File: config.mk
export PLATFORM = sky130hd
export DESIGN_NAME = tcw_front
export DESIGN_NICKNAME = d
export VERILOG_FILES = /design/src/rtl/tcw_pkg.sv /design/src/rtl/tcw_front.sv
export SDC_FILE = /design/constraint.sdc
export NUM_CORES = 1
export LEC_CHECK = 0
export BUFFER_PORTS_ARGS = -buffer_cell sky130_fd_sc_hd__buf_4
export CELL_PAD_IN_SITES_DETAIL_PLACEMENT = 1
export CELL_PAD_IN_SITES_GLOBAL_PLACEMENT = 2
export CORE_MARGIN = 4
export CORE_UTILIZATION = 10
export DETAILED_ROUTE_END_ITERATION = 7
export GPL_ROUTABILITY_DRIVEN = 0
export PLACE_DENSITY = 0.86
export SLEW_MARGIN = 20
export SYNTH_ARGS = -nofsm -noshare
export SYNTH_HDL_FRONTEND = slang
export SYNTH_SLANG_ARGS = --single-unit
File: constraint.sdc
create_clock -name vclk -period 0.8
set_clock_uncertainty 0.1 [all_clocks]
set_input_delay 0.04 -clock vclk [all_inputs]
set_output_delay 0.04 -clock vclk [all_outputs]
set_load 0.01 [all_outputs]
File: src/rtl/tcw_pkg.sv
`timescale 1ns / 1ps
// Shared types and constants of the text console writer.
package tcw_pkg;

    localparam logic [1:0] MODE_PUT   = 2'd0;
    localparam logic [1:0] MODE_CLEAR = 2'd1;
    localparam logic [1:0] MODE_READ  = 2'd2;

    localparam logic [7:0]  NEWLINE_CODE = 8'd10;
    localparam logic [7:0]  SPACE_CODE   = 8'h20;
    localparam logic [7:0]  ATTR_RESET   = 8'h0F;
    localparam logic [15:0] RESET_WORD   = {ATTR_RESET, SPACE_CODE};

    localparam int QUEUE_DEPTH = 2;
    localparam int QPTR_W      = $clog2(QUEUE_DEPTH);
    localparam int QCNT_W      = $clog2(QUEUE_DEPTH + 1);

    typedef enum logic [2:0] {
        OP_PUT     = 3'd0,
        OP_NEWLINE = 3'd1,
        OP_CLEAR   = 3'd2,
        OP_READ    = 3'd3,
        OP_NOP     = 3'd4
    } tcw_op_t;

    typedef enum logic [3:0] {
        ST_IDLE   = 4'b0001,
        ST_READ   = 4'b0010,
        ST_SCROLL = 4'b0100,
        ST_FILL   = 4'b1000
    } tcw_state_t;

    typedef struct packed {
        logic [1:0]  mode;
        logic [7:0]  char_code;
        logic [10:0] cell_index;
    } tcw_cmd_t;

    typedef struct packed {
        logic [6:0]  cursor_col;
        logic [4:0]  cursor_row;
        logic        did_scroll;
        logic [15:0] read_data;
    } tcw_rsp_t;

    typedef struct packed {
        tcw_op_t     op;
        logic [7:0]  char_code;
        logic [10:0] cell_index;
    } tcw_entry_t;

    typedef struct packed {
        logic       push;
        tcw_entry_t entry;
    } tcw_push_t;

endpackage

File: src/rtl/tcw_front.sv
`timescale 1ns / 1ps
// Front end: accepts command beats and classifies them into queue entries.
module tcw_front
    import tcw_pkg::*;
#(
    parameter int CELL_COUNT = 2000
) (
    input  logic      cmd_valid,
    output logic      cmd_stall,
    input  tcw_cmd_t  cmd_data,
    input  logic      q_full,
    input  logic      init_busy,
    output tcw_push_t q_push
);

    logic    in_range;
    tcw_op_t op;

    assign in_range  = (32'(cmd_data.cell_index) < 32'(CELL_COUNT));
    assign cmd_stall = q_full | init_busy;

    always_comb
    begin
        case (cmd_data.mode)
            MODE_PUT:
            begin
                op = (cmd_data.char_code == NEWLINE_CODE) ? OP_NEWLINE : OP_PUT;
            end
            MODE_CLEAR:
            begin
                op = OP_CLEAR;
            end
            MODE_READ:
            begin
                // An out-of-range read reports zero, which is what a no-op gives.
                op = in_range ? OP_READ : OP_NOP;
            end
            default:
            begin
                op = OP_NOP;
            end
        endcase
    end

    assign q_push.push             = cmd_valid & ~cmd_stall;
    assign q_push.entry.op         = op;
    assign q_push.entry.char_code  = cmd_data.char_code;
    assign q_push.entry.cell_index = cmd_data.cell_index;

endmodule

==> metrics.txt, run 1 <==
status complete, but fails checks; failing checks setup timing; PD cells 524.1 nW/um^2; net count after synthesis 57; synthesized area 236.5 sq um; CP endpoint kind primary output; first-pass GRT wire length 1.518 mm; HP Class input port to primary output; Setup Fix Bufs, Post-CTS 0; maxcap violations 0; CP required 660 ps; Setup crit start kind input port; Synth area leaders buf_4, o21ai_0, and4bb_2; number of port buffers 40; Levels on crit path 5; total congestion overflow 0; GR Layer Usage met1 0.05170; core area 2233 sq um; dpl hpwl 865.7 um; Pleak 0.0002763 uW; Remaining DRCs 0; period utilisation layout 1.217; Rel. slew slack 0.8482; Worst VDD drop 0.1417 mV; initial antenna violation count 0; area of the die 3207 sq um; area leader, netlist buf_4; Die Span X 56.63 um; Synth top cells by count buf_4, o21ai_0, inv_1; largest net degree at the start of global routing 5; slowest stage delay, CP 290 ps; vias in the first global route 363; CP endpoint q_push[19]; Non-Filler Instances 91; Hold Crit Start cmd_data[13]; Routed Antenna Nets 0; layer with the highest usage met2; Final min period 973.5 ps; Crit path max-delay family simple AND/OR/NAND/NOR gates; hold depth 2; cells after synthesis 33; Crit Path Category input port to primary output; Fmax achieved 1027 MHz; cell count after placement 87; CP dominant cell by count buf_4; drt first pass iters 2; Critical Path AT 830 ps; PnR Total Power 286.5 uW; IO Pins 48; Ant. Diodes 0; Slew Viols, Final 0; Routed wire per std cell 10.68 um; final hold vios 0; Synth cell types 12; Max stage delay cell, worst path and4bb_2; GRT met3 Usage 0.02989; post-layout util 0.2448; initial DRC count 2; final net count 89; layout cell share with drive strength beyond 1 0.8095; Starting Density 0.1059; via count 335; measured slew at the worst slew-check pin 226.7 ps; Final Worst Setup Slack -173.5 ps; Area Growth Syn to Fin 131.2%; top cell type's share of synthesized area 0.6032; beginning of the critical path cmd_data[13]; clock buffers 0; Seq Cell Count 0; Via-to-Cell Ratio 3.681; row cnt 17; worst hold slack 166.9 ps; die height 56.63 um; # setup viols final 2; Critical Path Fanout Max 2; GRT Overall Usage 0.05595; sequential share of the synthesized area 0; CP Buf/Inv Count 2; Routed WL 972 um; Avg Inst Size Synth 7.166 sq um; Ys Warns 0; register area 0 sq um; GRT met2 Usage 0.1122; RSZ-0062 raised after global routing yes; most common cell in the netlist buf_4; cells along the critical path buf_4 -> and4bb_2 -> nand2_2 -> o31ai_2 -> buf_4
==> layer usage <==
layer	vias up	part of all wire	wire (um)
met1	145	0.29	282
met3	0	0.21	208
met5	-	0	0
li1	151	-	-
met2	39	0.49	481
met4	0	0	0
==> cell usage in the layout, fill, tap and decap left out <==
cell           netlist  final
or2_4                0      1
nand4_1              1      1
o21ai_2              0      1
and2_1               1      1
buf_4               19     39
o211ai_1             1      1
o31ai_2              1      1
nor4_4               0      1
and4bb_2             1      1
o21ai_1              0      2
nand2_2              0      1
inv_1                2      2
buf_6                0      6
dlygate4sd3_1        0      4
nor2_1               1      1
==> area by class of cell <==
type                       instances  area [sq um]
fill                             281          1687
timing repair buffer              49         400.4
multi-input combinational         12         103.9
tap                               28         35.03
inverter                           2         7.507
==> timing repair <==
action,4_1_cts,5_1_grt
resized for setup,12,1
pin swaps,5,2
hold buffers,4,0
endpoints found under the hold margin,4,0
setup endpoints to repair,3,4
==> where the power goes <==
part | total (uW) | switching, uW | internal [uW] | leakage, uW
sequential | 0 | 0 | 0 | 0
clock | 0 | 0 | 0 | 0
combinational | 287 | 106 | 180 | 0.000276
==> cell families (layout without fill, tap and decap cells) <==
group	count (synthesis)	count (layout)	share of synthesized area
AOI/OAI and AO/OA	5	5	0.1481
buffers and inverters	21	51	0.6349
and+or+nand+nor	7	7	0.2169
==> metrics by stage <==
step	instance area (sq um)	worst slack (ps)	TNS, ps
floorplan	236.5	46.05	0
global placement	466.7	-221.5	-429.4
detailed placement	466.7	-208.7	-468.5
CTS	544.3	-192.6	-276.8
global route	546.8	-230.7	-412.5
finish	546.8	-173.5	-237.3
==> how the worst min path moves through the flow <==
stage               slack, ps    endpoint
floorplan                  40  q_push[19]
global placement          -20   q_push[2]
detailed placement        -20   q_push[2]
CTS                       170  q_push[13]
global route              170  q_push[16]
finish                    170  q_push[13]
Note: power is estimated with default switching activity, not from simulation.
==> inputs of run 2 (changes only) <==
--- a/config.mk
+++ b/config.mk
@@ -7,10 +7,11 @@
 export LEC_CHECK = 0
+export ABC_AREA = 1
 export BUFFER_PORTS_ARGS = -buffer_cell sky130_fd_sc_hd__buf_4
-export CELL_PAD_IN_SITES_DETAIL_PLACEMENT = 1
-export CELL_PAD_IN_SITES_GLOBAL_PLACEMENT = 2
+export CELL_PAD_IN_SITES_DETAIL_PLACEMENT = 0
+export CELL_PAD_IN_SITES_GLOBAL_PLACEMENT = 1
 export CORE_MARGIN = 4
-export CORE_UTILIZATION = 10
+export CORE_UTILIZATION = 14
 export DETAILED_ROUTE_END_ITERATION = 7
 export GPL_ROUTABILITY_DRIVEN = 0
-export PLACE_DENSITY = 0.86
+export PLACE_DENSITY = 0.83
 export SLEW_MARGIN = 20
==> constraint.sdc (replaced) <==
create_clock -name vclk -period 0.8
set_clock_uncertainty 0.1 [all_clocks]
set_input_delay 0.16 -clock vclk [all_inputs]
set_output_delay 0.16 -clock vclk [all_outputs]
set_load 0.01 [all_outputs]
==> metrics.txt, run 2 <==
setup TNS -808.5 ps (-571.2 ps); initial antenna violation count 0 (unchanged); largest family of logic cells by synthesized area buffers and inverters; net count after synthesis 70 (+23%); period utilisation layout 1.278 (+0.06118); row cnt 15 (-2); CP dominant cell by count buf_6; die height 50.39 um (-11%); vias in the first global route 340 (-6.3%); PnR Total Power 271.4 uW (-5.3%); Synth top cells by count buf_4, nand2_1, nor2_1, inv_1; Seq Cell Count 0 (unchanged); maxcap violations 0 (unchanged); cell area after layout 519.2 sq um (-5.0%); dpl hpwl 743.8 um (-14%); Starting Density 0.1473 (+0.04137); PD cells 522.7 nW/um^2 (-0.26%); Avg Inst Size Synth 5.467 sq um (-24%); Max stage delay cell, worst path or2_0; number of port buffers 40 (unchanged); Adder-Cell Fraction of Synth Area 0 (unchanged); initial DRC count 0 (-2); Critical Path Fanout Max 2 (unchanged); Routed wire per std cell 9.272 um (-13%); cells along the critical path buf_6 -> or2_0 -> nor2_1 -> nand2_1 -> nand2_2 -> buf_6; Post-Synth XOR/XNOR Area 0 (unchanged); Setup crit start kind input port; CP Buf/Inv Count 2 (unchanged); Routed Antenna Nets 0 (unchanged); via count 318 (-5.1%); CP endpoint kind primary output; Ys Warns 0 (unchanged); Rel. slew slack 0.8997 (+0.05148); # setup viols final 5 (+3); first-pass GRT wire length 1.311 mm (-14%); final hold vios 0 (unchanged); drt first pass iters 1 (-1); measured slew at the worst slew-check pin 149.4 ps (-77.37 ps); fillers 196 (-30%); Crit path max-delay family simple AND/OR/NAND/NOR gates; area of the multi-input gates 142.6 sq um (+37%); top cell type's share of synthesized area 0.5672 (-0.03601); failing checks setup timing; complex-gate fraction of the synthesized area 0 (-0.1481); Pleak 0.0002732 uW (-1.2%); Die Span X 50.39 um (-11%); CP required 540 ps (-120 ps); Final min period 1022 ps (+48.95 ps); HP Class input port to primary output; clock buffers 0 (unchanged); area of the die 2539 sq um (-21%); Worst VDD drop 0.1381 mV (-2.5%); most common cell in the netlist buf_4; Crit Path Category input port to primary output; layout cell share with drive strength beyond 1 0.7463 (-0.06326); RSZ-0062 raised after global routing yes; IO Pins 48 (unchanged); total congestion overflow 0 (unchanged); Slew Viols, Final 0 (unchanged); sequential share of the synthesized area 0 (unchanged); Area Growth Syn to Fin 106.5%; hold buffers post-CTS 0 (-4); commonest non-fill, non-tap cell in the layout buf_4; Placed Area 445.4 sq um (-4.6%); Synth cell types 8 (-4); Remaining DRCs 0 (unchanged); slowest stage delay, CP 200 ps (-90 ps); status complete, but fails checks; post-synthesis simple-gate area fraction 0.3881 (+0.1711); mux share of post-synthesis cell area 0 (unchanged); Synth area leaders buf_4, nand2_1, nor2_1; commonest non-fill, non-tap cells in the layout buf_4, nand2_1, buf_6; cells after synthesis 46 (+39%); final net count 93 (+4.5%); area leader, netlist buf_4; Routed WL 853 um (-12%); Fmax achieved 978.0 MHz (-4.8%); Setup Fix Bufs, Post-CTS 0 (unchanged); core area 1708 sq um (-24%); Ant. Diodes 0 (unchanged); GRT Overall Usage 0.06089 (+0.004938); register area 0 sq um (unchanged); largest net degree at the start of global routing 5 (unchanged); synthesized area 251.5 sq um (+6.3%); dpl ws -278.9 ps (-70.20 ps); Final Worst Setup Slack -222.5 ps (-48.95 ps); Via-to-Cell Ratio 3.457 (-6.1%); worst hold slack 220.0 ps (+53.12 ps); Critical Path AT 760 ps (-70 ps)
[run 2: final cells by class]
type | count | area share
timing repair buffer | 40 | 0.6434
multi-input combinational | 24 | 0.2747
tap | 25 | 0.06024
inverter | 3 | 0.02169
[run 2: layer usage]
metal  track usage  share of wire  up-vias
li1              -              -      160
met1       0.05851           0.30      138
met2        0.1413           0.62       20
met5             0              0        -
met4             0              0        0
met3      0.002967          0.077        0
[run 2: cell families (layout without fill, tap and decap cells)]
logic type | Yosys count | after routing
buffers and inverters | 22 | 43
and+or+nand+nor | 24 | 24
[run 2: timing repair]
action,in CTS,in global routing
pin swaps,7,3
setup endpoints to repair,5,5
resized for setup,14,7
[run 2: stage by stage]
step	utilization	cells
after global routing	0.3040	92
final	0.3040	92
after global placement	0.2608	92
after CTS	0.2879	92
after floorplan	-	46
after detailed placement	0.2608	92
[run 2: worst paths after layout]
kind              slack [ps]         end  depth (start not counted)          from
setup / recovery        -220  q_push[19]                          6  cmd_data[13]
hold / removal           220   q_push[1]                          0   cmd_data[1]
[run 2: power by group]
| part | internal [uW] | switching [uW] |
|---|---|---|
| registers | 0 | 0 |
| clock network | 0 | 0 |
| logic | 163 | 108 |
| total | 163 | 108 |
==> inputs of run 3 (changes only) <==
Settings changed: PLACE_DENSITY 0.83 to 0.88.
==> metrics.txt, run 3 (synthesis gave the netlist of run 2 again) <==
status complete, but fails checks; initial antenna violation count 0 (unchanged); worst hold slack 220.0 ps (unchanged); core area 1708 sq um (unchanged); IO Pins 48 (unchanged); first-pass GRT wire length 1.324 mm (+0.99%); Cell Int Power 167.4 uW (+2.6%); dpl hpwl 738.8 um (-0.67%); layout cell share with drive strength beyond 1 0.7794 (+0.03314); row cnt 15 (unchanged); Final Worst Setup Slack -245.9 ps (-23.41 ps); Ant. Diodes 0 (unchanged); Routed WL 867 um (+1.6%); CP endpoint kind primary output; initial DRC count 2 (+2); clock share of power 0 (unchanged); Seq pwr share 0 (unchanged); Critical Path AT 790 ps (+30 ps); Critical Path Fanout Max 2 (unchanged); Starting Density 0.1473 (unchanged); number of port buffers 40 (unchanged); register area 0 sq um (unchanged); maxcap violations 0 (unchanged); Rel. slew slack 0.8922 (-0.007501); Pleak 0.0002777 uW (+1.7%); Remaining DRCs 0 (unchanged); RSZ-0062 raised after global routing yes; Area Growth Syn to Fin 110.9%; Slew Viols, Final 0 (unchanged); Final min period 1046 ps (+23.41 ps); total congestion overflow 0 (unchanged); drt first pass iters 2 (+1); commonest non-fill, non-tap cell in the layout buf_4; period utilisation layout 1.307 (+0.02927); area of the die 2539 sq um (unchanged); HP Class input port to primary output; Via-to-Cell Ratio 3.441 (-0.45%); Worst VDD drop 0.1261 mV (-8.7%); post-layout util 0.3106 (+0.006594); PD cells 520.9 nW/um^2 (-0.34%); Comb power frac 1.000 (about the same); commonest non-fill, non-tap cells in the layout buf_4, buf_6, nand2_1; CP endpoint q_push[19]; Crit Path Category input port to primary output; clock buffers 0 (unchanged); via count 320 (+0.63%); Setup crit start kind input port; switching pwr 109.0 uW (+0.67%); final net count 94 (+1.1%); vias in the first global route 320 (-5.9%); largest net degree at the start of global routing 5 (unchanged); Die Span X 50.39 um (unchanged); Seq Cell Count 0 (unchanged); die height 50.39 um (unchanged); GRT Overall Usage 0.06335 (+0.002460); Routed Antenna Nets 0 (unchanged); # setup viols final 5 (unchanged); Fmax achieved 956.1 MHz (-2.2%); Switching Fraction 0.3943 (-0.004522); final hold vios 0 (unchanged); beginning of the critical path cmd_data[13]; measured slew at the worst slew-check pin 160.5 ps (+11.16 ps); failing checks setup timing; Routed wire per std cell 9.323 um (+0.55%); CP required 540 ps (about the same); setup TNS -796.8 ps (+11.71 ps)
run 3: changes by cell type in the layout (fill, tap and decap cells not counted), sizes merged:
| cell | change |
|---|---|
| buf | +1 |
run 3: timing repair:
| action | 4_1_cts | 5_1_grt |
|---|---|---|
| pin swaps | 5 | 1 |
| buffers inserted | 1 | 0 |
| setup endpoints to repair | 5 | 5 |
| hold buffers | 0 | 0 |
| resized for setup | 13 | 11 |
run 3: critical path: stages:
cell     delay (ps)
buf_6            90
or2_0           210
nor2_1          100
nand2_1          70
nand2_2          60
buf_6            90
run 3: area by class of cell:
type               count  area [sq um]
fillers              192          1177
repair buffers        41         345.3
multi-input cells     24         142.6
well taps             25         31.28
inverters              3         11.26
run 3: layer usage:
metal / vias up / GRT usage / share of wire
li1: 163 / - / -
met1: 139 / 0.05496 / 0.27
met2: 16 / 0.1457 / 0.64
met3: 2 / 0.008902 / 0.085
met4: 0 / 0.008969 / 0.0023
met5: - / 0 / 0
run 3: worst min-delay path by stage:
stage,from,endpoint,cells past startpoint
finish,cmd_data[1],q_push[1],0
global route,cmd_data[2],q_push[2],0
CTS,cmd_data[1],q_push[1],0
detailed placement,cmd_data[1],q_push[1],0
global placement,cmd_data[1],q_push[1],0
floorplan,cmd_valid,q_push[22],2
run 3: power groups by stage:
stage          Combinational (uW)  Clock [uW]  Sequential, uW
3_3_place_gp                  229           0               0
6_report                      276           0               0
4_1_cts                       259           0               0
5_1_grt                       299           0               0
3_5_place_dp                  232           0               0
2_1_floorplan                 136           0               0
run 3: through the flow:
| step | setup slack [ps] | total power (uW) | cells | area [sq um] |
|---|---|---|---|---|
| 6_report | -245.9 | 276.4 | 93 | 530.5 |
| 2_1_floorplan | -36.05 | 136.5 | 46 | 256.5 |
| 5_1_grt | -314.5 | 299.4 | 93 | 530.5 |
| 3_5_place_dp | -295.8 | 232.1 | 92 | 445.4 |
| 3_3_place_gp | -287.0 | 229.4 | 92 | 445.4 |
| 4_1_cts | -278.9 | 259.1 | 93 | 495.5 |
