`src/rtl/tcw_pkg.sv`:
```
`timescale 1ns / 1ps
// Shared types and constants of the text console writer.
package tcw_pkg;

    localparam logic [1:0] MODE_PUT   = 2'd0;
    localparam logic [1:0] MODE_CLEAR = 2'd1;
    localparam logic [1:0] MODE_READ  = 2'd2;

    localparam logic [7:0]  NEWLINE_CODE = 8'd10;
    localparam logic [7:0]  SPACE_CODE   = 8'h20;
    localparam logic [7:0]  ATTR_RESET   = 8'h0F;
    localparam logic [15:0] RESET_WORD   = {ATTR_RESET, SPACE_CODE};

    localparam int QUEUE_DEPTH = 2;
    localparam int QPTR_W      = $clog2(QUEUE_DEPTH);
    localparam int QCNT_W      = $clog2(QUEUE_DEPTH + 1);

    typedef enum logic [2:0] {
        OP_PUT     = 3'd0,
        OP_NEWLINE = 3'd1,
        OP_CLEAR   = 3'd2,
        OP_READ    = 3'd3,
        OP_NOP     = 3'd4
    } tcw_op_t;

    typedef enum logic [3:0] {
        ST_IDLE   = 4'b0001,
        ST_READ   = 4'b0010,
        ST_SCROLL = 4'b0100,
        ST_FILL   = 4'b1000
    } tcw_state_t;

    typedef struct packed {
        logic [1:0]  mode;
        logic [7:0]  char_code;
        logic [10:0] cell_index;
    } tcw_cmd_t;

    typedef struct packed {
        logic [6:0]  cursor_col;
        logic [4:0]  cursor_row;
        logic        did_scroll;
        logic [15:0] read_data;
    } tcw_rsp_t;

    typedef struct packed {
        tcw_op_t     op;
        logic [7:0]  char_code;
        logic [10:0] cell_index;
    } tcw_entry_t;

    typedef struct packed {
        logic       push;
        tcw_entry_t entry;
    } tcw_push_t;

endpackage

```
`src/rtl/tcw_queue.sv`:
```
`timescale 1ns / 1ps
// Short command queue between the front end and the execution engine.
module tcw_queue
    import tcw_pkg::*;
(
    input  logic       clk,
    input  logic       rst_n,
    input  tcw_push_t  q_push,
    output logic       q_full,
    input  logic       pop,
    output logic       q_valid,
    output tcw_entry_t head
);

    tcw_entry_t          slot_reg [QUEUE_DEPTH];
    logic [QPTR_W-1:0]   wptr_reg;
    logic [QPTR_W-1:0]   wptr_next;
    logic [QPTR_W-1:0]   rptr_reg;
    logic [QPTR_W-1:0]   rptr_next;
    logic [QCNT_W-1:0]   count_reg;
    logic [QCNT_W-1:0]   count_next;
    logic                do_pop;

    assign q_full  = (count_reg == QCNT_W'(QUEUE_DEPTH));
    assign q_valid = (count_reg != '0);
    assign head    = slot_reg[rptr_reg];
    assign do_pop  = pop & q_valid;

    always_comb
    begin
        wptr_next  = wptr_reg;
        rptr_next  = rptr_reg;
        count_next = count_reg;
        if (q_push.push)
        begin
            wptr_next = (wptr_reg == QPTR_W'(QUEUE_DEPTH - 1)) ? '0 : wptr_reg + 1'b1;
        end
        if (do_pop)
        begin
            rptr_next = (rptr_reg == QPTR_W'(QUEUE_DEPTH - 1)) ? '0 : rptr_reg + 1'b1;
        end
        if (q_push.push && !do_pop)
        begin
            count_next = count_reg + 1'b1;
        end
        else if (do_pop && !q_push.push)
        begin
            count_next = count_reg - 1'b1;
        end
    end

    always_ff @(posedge clk or negedge rst_n)
    begin
        if (!rst_n)
        begin
            wptr_reg  <= '0;
            rptr_reg  <= '0;
            count_reg <= '0;
        end
        else
        begin
            wptr_reg  <= wptr_next;
            rptr_reg  <= rptr_next;
            count_reg <= count_next;
        end
    end

    always_ff @(posedge clk)
    begin
        if (q_push.push)
        begin
            slot_reg[wptr_reg] <= q_push.entry;
        end
    end

endmodule

```
`config.mk`:
```
export PLATFORM = sky130hd
export DESIGN_NAME = tcw_queue
export DESIGN_NICKNAME = d
export VERILOG_FILES = /design/src/rtl/tcw_pkg.sv /design/src/rtl/tcw_queue.sv
export SDC_FILE = /design/constraint.sdc
export NUM_CORES = 1
export LEC_CHECK = 0
export ABC_AREA = 1
export BUFFER_PORTS_ARGS = -buffer_cell sky130_fd_sc_hd__buf_2
export CELL_PAD_IN_SITES_DETAIL_PLACEMENT = 1
export CELL_PAD_IN_SITES_GLOBAL_PLACEMENT = 1
export CORE_MARGIN = 2
export CORE_UTILIZATION = 40
export DETAILED_ROUTE_END_ITERATION = 7
export PLACE_DENSITY_LB_ADDON = 0.1
export SYNTH_ARGS = -nofsm -noshare
export SYNTH_HDL_FRONTEND = slang
export SYNTH_SLANG_ARGS = --single-unit
```
`constraint.sdc`:
```
create_clock -name clk -period 2.5 [get_ports clk]
set_clock_uncertainty 0.2 [all_clocks]
set_input_delay 0.125 -clock clk [delete_from_list [all_inputs] [get_ports clk]]
set_output_delay 0.125 -clock clk [all_outputs]
set_load 0.05 [all_outputs]
```
==> flow_summary.yaml, run 1 <==
status:
  status: "completed"
synthesis:
  syn-num-nets: 169
  synthCells: 142
  avgSynthCellArea_um2: 12.82
  seq_area_frac_synth_pct: 78.08
  ys_types: 13
  synth_seq_cells: 48
  syn_area_mm2: 0.001820
  yosysWarningCount: 0
clock_tree:
  clk-insertion-delay-late_ps: 290
  ctsResizeCount: 0
  htreeDepth: 2
  cts_tree: "built"
  numCtsBuffers: 5
  clk_path_buf_depth: 2
  root_buffer: "clkbuf_8"
  cts.sinks: 48
  clk_pin_slew_worst_paths_ps: 90
power:
  p_leak_nw: 1.125
  finalPower_w: 0.003171
  powerDensity_mw_per_mm2: 1266
  vdd_drop_max_uv: 556.1
routing:
  drtIter0Drc: 57
  wl_met1_um: 1645
  via_per_inst: 4.759
  wl_met3_um: 186
  wl_per_cell_um: 14.58
  wirelength_um: 4054
  dr_wl_met2_um: 2149
  vias: 1323
  drtPass1Iterations: 4
  drt_drc_violations_left: 0
  ant_nets: 0
  maxUsedRoutingLayer: "met4"
sta:
  min_period_ps: 1823
  drv_slew: 0
  fmax_mhz: 548.6
  setup_tns_ps: 0
  period_share_pct: 72.92
  slew_headroom_pct: 71.14
  hold_violations: 0
  setup_violations: 0
  rsz0062_at_grt: "false"
  worst_pin_slew_ps: 432.2
  setup_ws_ps: 677.1
placed_design:
  place.gp.congestion: 0.6828
  placedInstanceArea_mm2: 0.002133
  hpwl_um: 2630
  pre_cts_ws_ps: 919.3
  dp_cells: 244
  numPortBuffers: 49
layout:
  drive_gt1_share_pct: 27.88
  largest_reg_flops: 44
  stdcell_count: 278
  area.growth.synth_to_final_pct: 37.59
  diodes: 0
  layout_commonest_cell: "nand2_1"
  final_cell_mix: "nand2_1, buf_2, edfxtp_1, dlygate4sd3_1, inv_1"
  finalInstanceArea_mm2: 0.002505
  nNetsFinal: 252
die:
  core_area_mm2: 0.004384
  die_y_um: 71.46
  ios: 50
  die_area_mm2: 0.005107
  die_w_um: 71.46
  row_count: 24
  start_util_pct: 41.52
global_route:
  grt.total_usage_pct: 17.69
  grt_pass1_vias: 1503
  grt_pass1_wl_um: 6872
  grt_overflow_total: 0
  antenna_found_initial: 0
  grt_max_degree: 24
setup_path:
  cp-end-kind: "output port"
  required_ps: 2170
  cp-start-kind: "flop"
  slowest_delay_ps: 390
  slowest_stage: "dfrtp_1"
  critPathMaxFanout: 23
  path_class: "flop to output port"
  cpMostUsedCell: "nand2_1"
  worstPathArrival_ps: 1500
  cp_cell_sequence: "inv_2, nand2_1, nand2_1, buf_2"
worst_hold_path:
  hp-class: "flop to flop"
job:
  cap_violations: 0
[worst max-delay path, delay by kind of cell (launching register included)]
kind                   cells  cell delay (ps)
and+or+nand+nor            2              210
DFF                        1              390
buffers and inverters      2              590
[final timing paths]
kind	cells past startpoint	slack, ps	endpoint	start
worst max register to register	8	920	count_reg[1]	count_reg[0]
worst max-delay path	4	680	head[4]	rptr_reg
worst min register to register	2	300	count_reg[1]	count_reg[1]
worst min-delay path	2	300	count_reg[1]	count_reg[1]
min in group asynchronous	3	530	rptr_reg	rst_n
max in group asynchronous	3	1390	wptr_reg	rst_n
[cell usage after synthesis]
cell type  number  area, um^2
inv_2           1       3.750
ha_1            1       12.51
buf_6           2       22.52
xnor2_1         1       8.760
nor2_1          2       7.510
dfrtp_1         4       100.1
inv_1           6       22.52
nand3_1         2       10.01
edfxtp_1       44        1321
xor2_1          1       8.760
nand4_1         1       6.260
nand2_1        75       281.5
buf_4           2       15.01
[stage by stage]
step,util [%],hold slack [ps]
floorplan,-,-370.6
global placement,48.66,-264.0
detailed placement,48.66,-263.6
CTS,57.13,303.0
global route,57.13,336.5
finish,57.13,300.5
[cells by family after synthesis]
kind of cell | count (synthesis) | share of synthesized area (%)
and+or+nand+nor | 80 | 16.77
DFF | 48 | 78.08
buffers and inverters | 11 | 3.505
xor gates and xnor gates | 2 | 0.9624
adders and majority gates | 1 | 0.6872
[final cells by class]
cell class / count / area [um^2]
Clock buffer: 5 / 68.82
Clock inverter: 3 / 42.54
Fill cell: 481 / 1879
Inverter: 7 / 26.28
Multi-Input combinational cell: 83 / 337.8
Sequential cell: 48 / 1421
Tap cell: 52 / 65.06
Timing Repair Buffer: 80 / 543.0
[layer usage]
metal | track usage, % | up-vias
li1 | - | 632
met1 | 20.58 | 642
met2 | 31.48 | 39
met3 | 5.204 | 10
met4 | 5.451 | 0
met5 | 0 | -
[what timing repair did]
item                      4_1_cts  5_1_grt
hold buffers                   26        0
hold endpoints to repair       50        0
buffers inserted                0        0
[report_power, final]
group / switching (W) / leakage, nW / internal, W
Sequential: 0.0000604 / 0.460 / 0.00107
Combinational: 0.00116 / 0.609 / 0.000323
Clock: 0.000260 / 0.0558 / 0.000296
Power figures use the tool's default switching activity.
==> run 2, diff against run 1 <==
- CORE_UTILIZATION: 40 -> 36
- clock period: 2.5 -> 1.6 ns (I/O delays scaled with it)
==> run 2 against run 1 <==
Effect of this change:
- cell area rose by 11%
- sequential power rose by 58%
- via count grew 0.45%
- cell count rose by 7.2%
- die area up 10%
- utilization grew 0.96 points
==> flow_summary.yaml, run 2 (same netlist as run 1, synthesis figures left out) <==
sta:
  period_share_pct: 97.10
  setup_tns_ps: 0
  fmax_mhz: 643.7
  worst_pin_slew_ps: 260.8
  hold_violations: 0
  drv_slew: 0
  setup_violations: 0
  slew_headroom_pct: 82.73
  rsz0062_at_grt: "true"
  min_period_ps: 1554
placed_design:
  numPortBuffers: 49
  place.gp.congestion: 0.8034
  hpwl_um: 2581
layout:
  drive_gt1_share_pct: 32.47
  final_cell_mix: "nand2_1, edfxtp_1, buf_2, dlygate4sd3_1, buf_6"
  n_fill_cell: 508
  diodes: 0
  layout_commonest_cell: "nand2_1"
  largest_reg_flops: 44
  multi_input_area_um2: 360.3
  nNetsFinal: 257
  regArea_mm2: 0.001423
  area.growth.synth_to_final_pct: 52.71
power:
  switchingPower_w: 0.002454
  power.share.switching_pct: 43.26
  powerDensity_mw_per_mm2: 2040
  cellInternalPower_w: 0.003218
  pwr-share-comb_pct: 53.4
  p_leak_nw: 1.216
  finalPower_w: 0.005672
  vdd_drop_max_uv: 986.8
  p_clk_share_pct: 15.0
  p_seq_share_pct: 31.6
setup_path:
  critPathMaxFanout: 9
  rrSetupSlack_ps: 90
  r2r-end: "count_reg[1]"
  cp-endpoint: "head[0]"
  slowest_stage: "dfrtp_2"
  cpMostUsedCell: "nand2_1"
  rr_worst_depth: 8
  required_ps: 1320
  slowest_delay_ps: 450
  cp-start-kind: "flop"
  cp-end-kind: "output port"
  cp_cell_sequence: "clkinv_4, buf_12, nand2_1, nand2_1, buf_6"
  worstPathArrival_ps: 1270
  reg2reg_from: "count_reg[0]"
  path_class: "flop to output port"
  cp-startpoint: "rptr_reg"
clock_tree:
  clk_path_buf_depth: 2
  cts.sinks: 48
  clk_pin_slew_worst_paths_ps: 80
  cts_tree: "built"
  numCtsBuffers: 5
  htreeDepth: 2
  root_buffer: "clkbuf_8"
  clk-insertion-delay-late_ps: 290
routing:
  drtIter0Drc: 40
  wl_per_cell_um: 14.28
  vias: 1329
  via_per_inst: 4.460
  ant_nets: 0
  wirelength_um: 4254
  drt_drc_violations_left: 0
  drtPass1Iterations: 2
worst_hold_path:
  min_path_cells: 2
  hp-class: "input pin to flop"
die:
  row_count: 25
  die_y_um: 75.11
  start_util_pct: 38.04
  core_area_mm2: 0.004786
  die_area_mm2: 0.005642
  ios: 50
  die_w_um: 75.11
global_route:
  grt_pass1_vias: 1393
  grt.total_usage_pct: 15.87
  grt_overflow_total: 0
  antenna_found_initial: 0
  grt_max_degree: 24
  grt_pass1_wl_um: 6423
status:
  status: "completed"
job:
  cap_violations: 0
==> run 2: changes by cell type in the layout (fill, tap and decap cells not counted), sizes merged <==
| cell | change |
|---|---|
| buf | +4 |
| clkbuf | +2 |
| inv | -1 |
==> run 2: repair_timing <==
| item | CTS | global route |
|---|---|---|
| pin swaps | 0 | 1 |
| setup endpoints to repair | 22 | 20 |
| gates cloned | 0 | 2 |
| setup buffers | 2 | 1 |
| hold buffers | 26 | 0 |
| hold endpoints to repair | 51 | 0 |
| gates resized for setup | 32 | 21 |
==> run 2: power by group through the flow <==
stage	Clock [W]	Sequential [W]	Combinational (W)
floorplan	0	0.00179	0.00178
global placement	0	0.00179	0.00234
detailed placement	0	0.00180	0.00239
CTS	0.000872	0.00179	0.00278
global route	0.000916	0.00182	0.00322
finish	0.000851	0.00179	0.00303
==> run 2: worst min path at each step <==
stage | startpoint | end | slack [ps]
5_1_grt | q_push[21] | slot_reg[1][21] | 300
2_1_floorplan | rst_n | count_reg[0] | -420
6_report | q_push[12] | slot_reg[1][12] | 300
3_3_place_gp | rst_n | count_reg[0] | -310
4_1_cts | q_push[12] | slot_reg[0][12] | 290
3_5_place_dp | rst_n | count_reg[1] | -300
==> run 2: layout make-up <==
type | instances | share of cell area, %
sequential | 48 | 51.17
clock inverter | 2 | 1.260
timing repair buffer | 85 | 27.86
clock buffer | 6 | 2.610
multi-input combinational | 83 | 12.96
tap | 67 | 3.015
inverter | 7 | 1.125
==> run 2: worst max-delay path, delay by kind of cell, from the launching register on <==
family                 cells  cell delay, ps
flip-flops                 1             450
buffers and inverters      3             390
AND/OR/NAND/NOR            2             140
==> run 2: routing by layer <==
| layer | global-route usage (%) | routed length (um) | vias to the layer above |
|---|---|---|---|
| met3 | 4.150 | 135 | 6 |
| met4 | 5.357 | 57 | 0 |
| met1 | 17.57 | 1743 | 646 |
| li1 | - | - | 646 |
| met2 | 29.34 | 2317 | 31 |
| met5 | 0 | 0 | - |
==> run 2: metrics by stage <==
| stage | hold WS [ps] | setup slack, ps | cell area (um^2) | util, % | instances |
|---|---|---|---|---|---|
| CTS | 286.7 | 1.682 | 2678 | 55.95 | 295 |
| global route | 300.9 | -15.09 | 2780 | 58.09 | 298 |
| detailed placement | -303.6 | 61.27 | 2190 | 45.75 | 259 |
| floorplan | -415.6 | 58.02 | 1836 | - | 142 |
| global placement | -308.9 | 167.4 | 2190 | 45.75 | 259 |
| finish | 304.5 | 46.42 | 2780 | 58.09 | 298 |
==> run 3, diff against run 2 <==
- RECOVER_POWER: not set -> 50
==> run 3 against run 2 <==
Effect of this change:
- utilization fell by 0.39 points
- clock power barely moved
- worst setup slack got worse by 2.0 ps
- largest cell class unchanged
- hold slack improved by 0.63 ps
- cell count did not move
- non-clock buffer count did not move
- highest routed layer unchanged
- total power fell by 0.10%
- critical path type unchanged
- count of clock-buffer cells in the layout did not move
- critical endpoint is now head[20]
- global-route usage did not move
==> flow_summary.yaml, run 3 (same netlist as run 1, synthesis figures left out) <==
layout:
  multi_input_area_um2: 360.3
  stdcell_count: 298
  finalInstanceArea_mm2: 0.002761
  regArea_mm2: 0.001423
  n_fill_cell: 511
  layout_commonest_cell: "nand2_1"
  final_util_pct: 57.70
  diodes: 0
  largest_reg_flops: 44
  drive_gt1_share_pct: 25.97
  final_cell_mix: "nand2_1, edfxtp_1, dlygate4sd3_1, buf_6, clkbuf_1"
  nNetsFinal: 257
  area.growth.synth_to_final_pct: 51.68
routing:
  wirelength_um: 4218
  wl_per_cell_um: 14.15
  vias: 1317
  via_per_inst: 4.419
  drtIter0Drc: 42
  ant_nets: 0
  drtPass1Iterations: 4
  drt_drc_violations_left: 0
setup_path:
  cp-start-kind: "flop"
  cp_cell_sequence: "clkinv_4, clkbuf_16, nand2_1, nand2_1, buf_6"
  cp_num_buf_inv: 3
  critPathMaxFanout: 5
  worstPathArrival_ps: 1280
  critPathTopFamily: "flip-flops"
  cpMostUsedCell: "nand2_1"
  path_class: "flop to output port"
  cp-end-kind: "output port"
  slowest_delay_ps: 450
  slowest_stage: "dfrtp_2"
  required_ps: 1320
placed_design:
  place.gp.congestion: 0.8034
  placedInstanceArea_mm2: 0.002190
  numPortBuffers: 49
  hpwl_um: 2581
  dp_cells: 259
die:
  die_area_mm2: 0.005642
  row_count: 25
  die_w_um: 75.11
  core_area_mm2: 0.004786
  start_util_pct: 38.04
  die_y_um: 75.11
  ios: 50
clock_tree:
  clk_path_buf_depth: 2
  numCtsBuffers: 5
  root_buffer: "clkbuf_8"
  cts_tree: "built"
  clk-insertion-delay-late_ps: 290
  htreeDepth: 2
  clk_pin_slew_worst_paths_ps: 80
  cts.sinks: 48
global_route:
  grt_pass1_vias: 1393
  grt.total_usage_pct: 15.87
  grt_overflow_total: 0
  antenna_found_initial: 0
  grt_pass1_wl_um: 6423
  grt_max_degree: 24
sta:
  drv_slew: 0
  min_period_ps: 1556
  rsz0062_at_grt: "true"
  fmax_mhz: 642.8
  period_share_pct: 97.23
  hold_violations: 0
  setup_violations: 0
  worst_pin_slew_ps: 260.9
  slew_headroom_pct: 82.73
power:
  power.share.switching_pct: 43.29
  powerDensity_mw_per_mm2: 2052
  p_seq_share_pct: 31.6
  cellInternalPower_w: 0.003213
  vdd_drop_max_uv: 982.2
  p_leak_nw: 1.175
  switchingPower_w: 0.002453
  p_clk_share_pct: 15.0
  pwr-share-comb_pct: 53.4
status:
  status: "completed"
worst_hold_path:
  hp-class: "input pin to flop"
job:
  cap_violations: 0
-- run 3: cell types whose count changed in the layout (fill, tap and decap cells not counted), sizes merged --
cell | previous run | this run
clkbuf | 7 | 21
buf | 58 | 44
-- run 3: per-layer routing --
| layer | part of all wire (%) | global-route usage [%] | wire, um |
|---|---|---|---|
| met2 | 55 | 29.34 | 2303 |
| met5 | 0 | 0 | 0 |
| met1 | 41 | 17.57 | 1719 |
| met4 | 1.4 | 5.357 | 57 |
| met3 | 3.3 | 4.150 | 138 |
-- run 3: power groups by stage --
stage	clock (W)	sequential [W]	combinational [W]
after global placement	0	0.00179	0.00234
after floorplan	0	0.00179	0.00178
after global routing	0.000916	0.00182	0.00322
final	0.000850	0.00179	0.00303
after CTS	0.000872	0.00179	0.00278
after detailed placement	0	0.00180	0.00239
-- run 3: path summary, 6_finish.rpt --
| check | start | to | slack, ps | cells after the start |
|---|---|---|---|---|
| setup / recovery | rptr_reg | head[20] | 40 | 5 |
| hold / removal | q_push[12] | slot_reg[1][12] | 310 | 2 |
| setup reg to reg | count_reg[0] | count_reg[1] | 90 | 8 |
| hold reg to reg | count_reg[1] | count_reg[1] | 320 | 2 |
| max in group asynchronous | rst_n | rptr_reg | 460 | 3 |
| min in group asynchronous | rst_n | count_reg[1] | 540 | 3 |
-- run 3: area by class of cell --
type | count | area share (%)
Clock buffer | 6 | 2.628
Clock inverter | 2 | 1.269
Inverter | 7 | 1.133
Multi-Input combinational cell | 83 | 13.05
Sequential cell | 48 | 51.52
Tap cell | 67 | 3.036
Timing Repair Buffer | 85 | 27.37
-- run 3: through the flow --
stage / total power (W) / worst slack (ps) / setup TNS [ps] / hold slack (ps)
2_1_floorplan: 0.003570 / 58.02 / 0 / -415.6
3_3_place_gp: 0.004126 / 167.4 / 0 / -308.9
3_5_place_dp: 0.004193 / 61.27 / 0 / -303.6
4_1_cts: 0.005446 / 1.682 / 0 / 286.7
5_1_grt: 0.005955 / -15.09 / -77.99 / 306.7
6_report: 0.005666 / 44.38 / 0 / 305.2
-- run 3: repair_timing --
item,4_1_cts,5_1_grt
endpoints found under the hold margin,51,0
setup endpoints to repair,22,20
resized for setup,32,21
gates cloned,0,2
pin swaps,0,1
hold buffers,26,0
buffers inserted,2,1
